$ cat src/design/spfl_pkg.sv
// Shared types and constants for the spectral peak frequency lock unit.
`timescale 1ns / 1ps

package spfl_pkg;

   localparam int WIN_DEPTH  = 5;
   localparam int HOLD_DEPTH = WIN_DEPTH - 1;
   localparam int CNT_W      = $clog2(WIN_DEPTH + 1);
   localparam int AMP_W      = 24;
   localparam int FREQ_W     = 32;
   // 1% tolerance: snap when TOL_SCALE * |f - peak| < peak
   localparam int TOL_SCALE  = 100;
   localparam int PROD_W     = FREQ_W + 1 + $clog2(TOL_SCALE);

   // CSR map, byte address = 4 * index
   localparam int CSR_ADDR_W = 3;
   localparam logic CSR_IDX_LOCK_ENABLE = 1'b0;

   typedef struct packed {
      logic [AMP_W-1:0]         amp;
      logic signed [FREQ_W-1:0] freq;
      logic                     last;
   } bin_type;

   typedef bin_type [WIN_DEPTH-1:0] win_type;

   typedef struct packed {
      logic [CNT_W-1:0] count;
      win_type          slot;
   } burst_type;

endpackage

$ cat src/design/spectral_peak_frequency_lock_unit.sv
// Top level of the spectral peak frequency lock unit with its CSR port.
//
//   channel  direction  handshake            word
//   req      in         req_valid/req_stall  bin amplitude, frequency, last flag
//   rsp      out        rsp_valid/rsp_stall  amplitude, locked frequency, frame end
//   csr      in/out     APB, pready high     lock_enable at byte address 0
//
// One bin is taken per cycle while req_stall is low; a bin leaves four positions
// after it arrives, from the queue register loaded when that later bin is taken.
// The last bin of a frame releases up to five words, drained one per cycle from
// the output queue while rsp_stall is low; req_stall stays high until the final
// one goes out. Reset empties the window and queue and sets lock_enable to 1.
// A stalled output keeps its word; input stalls once the queue cannot empty.
`timescale 1ns / 1ps

module spectral_peak_frequency_lock_unit
   import spfl_pkg::*;
(
   input  logic                     clock,
   input  logic                     reset,
   input  logic                     req_valid,
   output logic                     req_stall,
   input  logic [AMP_W-1:0]         req_bin_amplitude,
   input  logic signed [FREQ_W-1:0] req_bin_frequency,
   input  logic                     req_last_bin,
   output logic                     rsp_valid,
   input  logic                     rsp_stall,
   output logic [AMP_W-1:0]         rsp_out_amplitude,
   output logic signed [FREQ_W-1:0] rsp_out_frequency,
   output logic                     rsp_frame_end,
   input  logic                     csr_psel,
   input  logic                     csr_penable,
   input  logic                     csr_pwrite,
   input  logic [CSR_ADDR_W-1:0]    csr_paddr,
   input  logic [31:0]              csr_pwdata,
   output logic [31:0]              csr_prdata,
   output logic                     csr_pready
);

   logic      lock_enable_ff;
   logic      csr_write;
   logic      space;
   logic      accept;
   bin_type   bin_in;
   bin_type   out_word;
   burst_type burst;

   // config register
   assign csr_pready = 1'b1;
   assign csr_write  = csr_psel && csr_penable && csr_pwrite && csr_pready;
   assign csr_prdata = (csr_paddr[CSR_ADDR_W-1] == CSR_IDX_LOCK_ENABLE)
                       ? {31'b0, lock_enable_ff} : 32'b0;

   always_ff @(posedge clock) begin
      if (reset) begin
         lock_enable_ff <= 1'b1;
      end else if (csr_write && csr_paddr[CSR_ADDR_W-1] == CSR_IDX_LOCK_ENABLE) begin
         lock_enable_ff <= csr_pwdata[0];
      end
   end

   // input word
   assign req_stall   = !space;
   assign accept      = req_valid && space;
   assign bin_in.amp  = req_bin_amplitude;
   assign bin_in.freq = req_bin_frequency;
   assign bin_in.last = req_last_bin;

   spfl_window u_window (
      .clock       (clock),
      .reset       (reset),
      .accept      (accept),
      .bin_in      (bin_in),
      .lock_enable (lock_enable_ff),
      .burst       (burst)
   );

   spfl_queue u_queue (
      .clock     (clock),
      .reset     (reset),
      .load      (accept),
      .burst     (burst),
      .space     (space),
      .out_valid (rsp_valid),
      .out_stall (rsp_stall),
      .out_word  (out_word)
   );

   // output word
   assign rsp_out_amplitude = out_word.amp;
   assign rsp_out_frequency = out_word.freq;
   assign rsp_frame_end     = out_word.last;

endmodule

$ cat src/design/spfl_lock.sv
// Peak detect and frequency snap over a full five-bin window.
`timescale 1ns / 1ps

module spfl_lock
   import spfl_pkg::*;
(
   input  logic    enable,
   input  win_type win_in,
   output win_type win_out
);

   localparam int CENTER = WIN_DEPTH / 2;

   logic                     is_peak;
   logic signed [FREQ_W-1:0] peak;
   logic                     peak_pos;

   // center must strictly beat every other bin
   always_comb begin
      is_peak = 1'b1;
      for (int k = 0; k < WIN_DEPTH; k++) begin
         if (k != CENTER && !(win_in[CENTER].amp > win_in[k].amp)) begin
            is_peak = 1'b0;
         end
      end
   end

   assign peak     = win_in[CENTER].freq;
   assign peak_pos = !peak[FREQ_W-1] && (peak != '0);

   // snap each bin within tolerance of the peak
   always_comb begin
      logic signed [FREQ_W:0] diff;
      logic [FREQ_W:0]        mag;
      logic [PROD_W-1:0]      mag_ext;
      logic [PROD_W-1:0]      prod;
      logic [PROD_W-1:0]      peak_ext;
      diff     = '0;
      mag      = '0;
      mag_ext  = '0;
      prod     = '0;
      peak_ext = {{(PROD_W-FREQ_W){1'b0}}, peak};
      win_out  = win_in;
      for (int k = 0; k < WIN_DEPTH; k++) begin
         diff    = {win_in[k].freq[FREQ_W-1], win_in[k].freq} - {peak[FREQ_W-1], peak};
         mag     = diff[FREQ_W] ? (~diff + 1'b1) : diff;
         mag_ext = {{(PROD_W-FREQ_W-1){1'b0}}, mag};
         // times 100 as 64 + 32 + 4
         prod    = (mag_ext << 6) + (mag_ext << 5) + (mag_ext << 2);
         if (enable && is_peak && peak_pos && (prod < peak_ext)) begin
            win_out[k].freq = peak;
         end
      end
   end

endmodule

$ cat src/design/spfl_window.sv
// Sliding bin window: insert, lock, and select the words to emit.
`timescale 1ns / 1ps

module spfl_window
   import spfl_pkg::*;
(
   input  logic      clock,
   input  logic      reset,
   input  logic      accept,
   input  bin_type   bin_in,
   input  logic      lock_enable,
   output burst_type burst
);

   bin_type [HOLD_DEPTH-1:0] hold_ff, hold_in;
   logic [CNT_W-1:0]         fill_ff, fill_in;
   win_type                  win;
   win_type                  locked;
   logic                     full;

   assign full = (fill_ff == CNT_W'(HOLD_DEPTH));

   // place the new bin behind the held ones
   always_comb begin
      for (int i = 0; i < WIN_DEPTH; i++) begin
         win[i] = bin_in;
      end
      for (int i = 0; i < HOLD_DEPTH; i++) begin
         if (CNT_W'(i) < fill_ff) begin
            win[i] = hold_ff[i];
         end
      end
   end

   spfl_lock u_lock (
      .enable  (full && (lock_enable == 1'b1)),
      .win_in  (win),
      .win_out (locked)
   );

   // pick output words and the next held window
   always_comb begin
      burst.slot  = locked;
      burst.count = '0;
      for (int i = 0; i < HOLD_DEPTH; i++) begin
         hold_in[i] = win[i];
      end
      fill_in = fill_ff + 1'b1;
      for (int k = 0; k < WIN_DEPTH; k++) begin
         burst.slot[k].last = (CNT_W'(k) == fill_ff);
      end
      if (bin_in.last) begin
         burst.count = fill_ff + 1'b1;
         fill_in     = '0;
      end else if (full) begin
         burst.count = CNT_W'(1);
         for (int i = 0; i < HOLD_DEPTH; i++) begin
            hold_in[i] = locked[i+1];
         end
         fill_in = CNT_W'(HOLD_DEPTH);
      end
   end

   // hold window state
   always_ff @(posedge clock) begin
      if (reset) begin
         fill_ff <= '0;
      end else if (accept) begin
         fill_ff <= fill_in;
      end
   end

   always_ff @(posedge clock) begin
      if (accept) begin
         hold_ff <= hold_in;
      end
   end

endmodule

$ cat src/design/spfl_queue.sv
// Output word queue: loads a burst of up to five words, drains one a cycle while out_stall is low.
`timescale 1ns / 1ps

module spfl_queue
   import spfl_pkg::*;
(
   input  logic      clock,
   input  logic      reset,
   input  logic      load,
   input  burst_type burst,
   output logic      space,
   output logic      out_valid,
   input  logic      out_stall,
   output bin_type   out_word
);

   win_type          slot_ff, slot_in;
   logic [CNT_W-1:0] cnt_ff, cnt_in;
   logic             pop;

   assign out_valid = (cnt_ff != '0);
   assign pop       = out_valid && !out_stall;
   assign out_word  = slot_ff[0];
   // room for a new burst once the queue is empty after this cycle
   assign space     = (cnt_ff == '0) || ((cnt_ff == CNT_W'(1)) && pop);

   // load a burst or advance the queue
   always_comb begin
      slot_in = slot_ff;
      cnt_in  = cnt_ff;
      if (load) begin
         slot_in = burst.slot;
         cnt_in  = burst.count;
      end else if (pop) begin
         for (int i = 0; i < WIN_DEPTH - 1; i++) begin
            slot_in[i] = slot_ff[i+1];
         end
         cnt_in = cnt_ff - 1'b1;
      end
   end

   always_ff @(posedge clock) begin
      if (reset) begin
         cnt_ff <= '0;
      end else begin
         cnt_ff <= cnt_in;
      end
   end

   always_ff @(posedge clock) begin
      slot_ff <= slot_in;
   end

endmodule

$ cat config.mk
export PLATFORM = sky130hd
export DESIGN_NAME = spectral_peak_frequency_lock_unit
export DESIGN_NICKNAME = d
export VERILOG_FILES = /design/src/design/spfl_pkg.sv /design/src/design/spectral_peak_frequency_lock_unit.sv /design/src/design/spfl_lock.sv /design/src/design/spfl_window.sv /design/src/design/spfl_queue.sv
export SDC_FILE = /design/constraint.sdc
export NUM_CORES = 2
export LEC_CHECK = 0
export BUFFER_PORTS_ARGS = -buffer_cell sky130_fd_sc_hd__buf_2
export CAP_MARGIN = 40
export CORE_MARGIN = 3
export CORE_UTILIZATION = 55
export DETAILED_ROUTE_END_ITERATION = 8
export PLACE_DENSITY = 0.72
export SYNTH_ARGS = -nofsm -noshare
export SYNTH_HDL_FRONTEND = slang
export SYNTH_SLANG_ARGS = --single-unit
$ cat constraint.sdc
create_clock -name clock -period 19.6 [get_ports clock]
set_clock_uncertainty 0.2 [all_clocks]
set_input_delay 5.88 -clock clock [delete_from_list [all_inputs] [get_ports clock]]
set_output_delay 5.88 -clock clock [all_outputs]
set_load 0.05 [all_outputs]
* Word-level counts from Yosys, hierarchy flattened
Index checks and enable logic that the tools add are counted.
Cells by class: muxes and demuxes 27, add/sub/neg operators 18, magnitude comparators 12, bitwise logic cells 5, equality and inequality tests 6, reduce and logical (&&, ||, !) cells 23
Operators by type and width (number):
- $mux W228 | 4
- $mux W57 | 4
- $add A39 B38 Y40 | 4
- $add A40 B35 Y40 | 4
- $lt A40 B32 Y1 | 4
- $add A33 B1 Y33 const B | 4
- $mux W33 | 4
- $not A33 Y33 | 4
- $sub A32 B32 Y33 | 4
- $mux W32 | 4
- $gt A24 B24 Y1 | 4
- $reduce_bool A32 Y1 | 1
- $mux W3 | 5
- $logic_and A1 B1 Y1 | 14
- $eq A2 B3 Y1 const A | 2
- $logic_not A3 Y1 | 2
- $lt A1 B3 Y1 const A | 2
- $lt A2 B3 Y1 const A | 2
- $mux W1 | 6
- $add A3 B1 Y3 const B | 1
- $eq A1 B3 Y1 const A | 1
- $eq A3 B1 Y1 const B | 1
- $eq A3 B3 Y1 const A | 1
- $eq A3 B3 Y1 const B | 1
- other kinds (6) | 8
Storage, ports and cells: word-level logic and storage cells 121, input port bits 99, output and inout bits 92, register bits 520

* Depth between registers and ports, before layout
word-level depth 13, gate-level depth with buffers 50

* Cells and area by module
A second synthesis with hierarchy kept.
Unflattened totals: cells, all modules 5683, area total of the unflattened synthesis 53654.0 um2
By module, submodules not included:
- spfl_lock | cells each 3874, area an instance 28867.7 um2, instances 1, seq. area each 0.0 um2
- spfl_window | cells each 1143, area an instance 12500.7 um2, instances 1, seq. area each 6906.6 um2
- spfl_queue | cells each 624, area an instance 11960.2 um2, instances 1, seq. area each 8618.3 um2
- spectral_peak_frequency_lock_unit | cells each 42, area an instance 325.3 um2, instances 1, seq. area each 20.0 um2

* Worst setup path after synthesis
No wires, ideal clock.
path type input -> register, start point input rsp_stall, end point register u_queue.slot_ff (netlist bit u_queue.out_word[11]), data pin, stages 9, buffers on the path 2, setup slack 3.619 ns, data arrival time 15.594 ns, setup time 0.187 ns, path through inv_1 a21oi_1 nor2_1 nand2_1 clkbuf_1 clkinv_1 clkbuf_1 o2111ai_1 nand3_1
RTL lines:
- start, declared | RTL line spectral_peak_frequency_lock_unit.sv:27 | input logic rsp_stall,
- end signal, assigned | RTL line spfl_queue.sv:51 | slot_ff <= slot_in;
- end, declared | RTL line spfl_queue.sv:17 | win_type slot_ff, slot_in;

==> results by group <==
Logic synthesis
  • Syn Std Cell Area: 52650 um^2
  • Syn_area_per_cell: 9.116 um^2
  • Dominant synthesized flop cell: edfxtp_1
  • Sequential area share after synthesis: 0.2929
  • Number of synthesized flops with an enable pin: 509
  • Largest area contributor in the netlist: edfxtp_1
  • Count leader, synth: edfxtp_1
  • Yosys cell types: 101
  • Gate Count Post-Synth: 5776
  • Dominant cells by area after synthesis: edfxtp_1 (29%), ha_1 (12%), mux2i_1 (4.7%)
  • Flops & latches, synth: 516
  • Synth Warn #: 0
  • Post-synth top area share: 0.2903
  • Synth async-reset ratio: 0
  • Commonest cells in the netlist: edfxtp_1 (509), ha_1 (499), nand2_1 (493)

Clock tree
  • CTS tree: done
  • CTS max path bufs: 3
  • # resized after CTS: 0
  • Skew-Pair Late Insertion Delay: 690 ps
  • Post-CTS setup buffers: 0
  • CTS sink cnt: 516
  • Reg clk slew, reported paths: 60 ps
  • Root buffer cell: clkbuf_16
  • Hold-fix buffers, CTS: 0
  • H-Tree Depth: 2
  • TritonCTS buffer count: 59

Setup path
  • Startpoint type of the worst setup path: primary input
  • Worst path max stage delay: 810 ps
  • Worst setup path class: primary input to flop
  • Worst Path Buf+Inv: 7
  • WP data required: 19800 ps
  • Endpoint class of the critical path: flop
  • Top delay family on crit path: compound AO/OA/AOI/OAI gates
  • CP max FO: 32
  • Arrival @ worst endpoint: 17320 ps
  • Max stage delay cell, worst path: a2111oi_0

STA
  • Final Hold Viols: 0
  • Peak Freq: 58.41 MHz
  • Pins over their slew limit: 0
  • RSZ-0062 raised after global routing: false
  • Min Clock Period, post-route: 17120 ps
  • Fin Setup TNS: 0 ps
  • # setup viols final: 0
  • Final period util: 0.8734
  • Slew margin rel.: 0.2349
  • Worst hold slack: 297.4 ps
  • Slew @ Worst Pin: 1148 ps
  • PnR worst setup slack: 2481 ps

Pwr
  • Peak supply drop: 0.0001552 V
  • Tot Pwr: 11.63 mW
  • P per Cell Area: 207.5 nW/um^2
  • Total leakage power: 24.11 nW

Finish
  • Filler cell count: 8228
  • Non-filler cells, final: 7042
  • Layout cells sized above 1: 0.09187
  • Fin util: 0.5954
  • Final non-filler cell area: 56070 um^2
  • Area Growth Syn to Fin: 6.478%
  • Final net count: 6423

Route
  • Remaining routing DRC violations: 0
  • Drt via density: 6.489
  • Starting DRT DRC Count: 5083
  • Via Count: 45690
  • Pre-antenna DRT Iters: 7
  • Antenna-violating nets left: 0
  • Final wirelength: 168900 um
  • WL per Instance: 23.98 um

Global route
  • Vias in the first global route: 43350
  • Largest net degree at the start of global routing: 233
  • Overflow left after global routing: 0
  • First-pass GRT wire length: 255500 um
  • Antenna violations before repair: 6
  • Total GRT Usage: 0.3299

Placed design
  • Placed instance area: 54110 um^2
  • Placer Congestion: 0.9916
  • # port buffers: 125
  • Post-Place Worst Slack: 2096 ps
  • Final HPWL DP: 124600 um
  • Placed instance count: 6926

Job
  • Max Cap Viol: 0

Floorplanning
  • I/O Pins: 191
  • Core area: 94170 um^2
  • DIE HEIGHT: 315.4 um
  • Initial Util: 0.5591
  • Die area: 99480 um^2
  • Die X: 315.4 um
  • Rows: 112

Hold path
  • Worst min-delay path class: flop to flop

Run status
  • Status: finished, final reports clean
## cells in the final DEF, fill, tap and decap left out, drive strengths merged, types with 17 or more instances in the layout
| cell type | n |
|---|---|
| o31ai | 30 |
| a31oi | 57 |
| nand4 | 82 |
| clkinv | 21 |
| mux2 | 185 |
| mux2i | 248 |
| a211oi | 39 |
| o211ai | 50 |
| buf | 205 |
| nor2b | 74 |
| o21ai | 371 |
| a21boi | 25 |
| and3 | 66 |
| a32oi | 34 |
| o21bai | 55 |
| nor4 | 39 |
| ha | 499 |
| edfxtp | 509 |
| nand3 | 122 |
| conb | 32 |
| o22ai | 20 |
| xor2 | 136 |
| clkbuf | 69 |
| nor2 | 386 |
| and2 | 43 |
| or3 | 28 |
| inv | 299 |
| xnor2 | 268 |
| a211o | 18 |
| a2111oi | 19 |
| fa | 92 |
| or2 | 19 |
| o2111ai | 33 |
| a21oi | 426 |
| nand2 | 493 |
| a21o | 253 |
| o21a | 41 |
| maj3 | 17 |
| nand2b | 56 |
| nor3 | 66 |
## per-layer routing
layer | track usage | vias to the layer above | share of wire
li1 | - | 21240 | -
met1 | 0.4451 | 21890 | 0.41
met2 | 0.5192 | 2120 | 0.44
met3 | 0.05925 | 439 | 0.091
met4 | 0.1475 | 8 | 0.051
met5 | 0 | - | 0.00031
## cell type report
type | count | area, um^2 | area share
diodes | 8 | 20.02 | 0.0003571
well taps | 1254 | 1569 | 0.02799
clock buffers | 69 | 1514 | 0.02700
flip-flops and latches | 516 | 15430 | 0.2752
clock inverters | 39 | 419.2 | 0.007476
multi-input cells | 4660 | 34720 | 0.6193
repair buffers | 206 | 1300 | 0.02319
inverters | 290 | 1096 | 0.01955
## power by group
part           switching, mW  internal [mW]
Sequential             0.110           1.66
Combinational           5.18           3.56
Clock                  0.500          0.628
## logic make-up (layout without fill, tap and decap cells)
kind of cell | count (synthesis) | count (layout) | synth area share
AO/OA/AOI/OAI | 1627 | 1627 | 0.2009
XOR/XNOR | 406 | 406 | 0.06806
adder cells (fa/ha/maj) | 608 | 608 | 0.1568
buffers and inverters | 630 | 604 | 0.05237
flip-flops | 516 | 516 | 0.2929
multiplexers | 433 | 433 | 0.08671
other | 2 | 40 | 0.0001426
AND/OR/NAND/NOR | 1554 | 1554 | 0.1421
## flip-flops by register name (all words and copies together) (netlist names)
register,flops
u_queue.slot_ff,228
u_queue.cnt_ff,3
u_window.fill_ff,3
lock_enable_ff,1
u_window.hold_ff,224
u_queue.out_word,57
## final timing paths
path	from	to	slack (ps)	cells after the start
min reg2reg	u_queue.slot_ff[245]$_DFFE_PP_	u_queue.slot_ff[188]$_DFFE_PP_	300	2
max reg2reg	u_window.fill_ff[2]$_SDFFE_PP0P_	u_window.hold_ff[31]$_DFFE_PP_	5710	41
min	u_queue.slot_ff[245]$_DFFE_PP_	u_queue.slot_ff[188]$_DFFE_PP_	300	2
max	req_bin_frequency[10]	u_window.hold_ff[31]$_DFFE_PP_	2480	41
## worst reg2reg max path, delay by kind of cell, from the launching register on
family / cells / cell delay [ps]
AO/OA/AOI/OAI: 16 / 4310
adder cells (fa/ha/maj): 7 / 2360
AND/OR/NAND/NOR: 8 / 2330
buffers and inverters: 6 / 1900
multiplexers: 3 / 1520
flip-flops: 1 / 900
XOR/XNOR: 1 / 160
No activity file was read; power rests on OpenSTA's default activity.
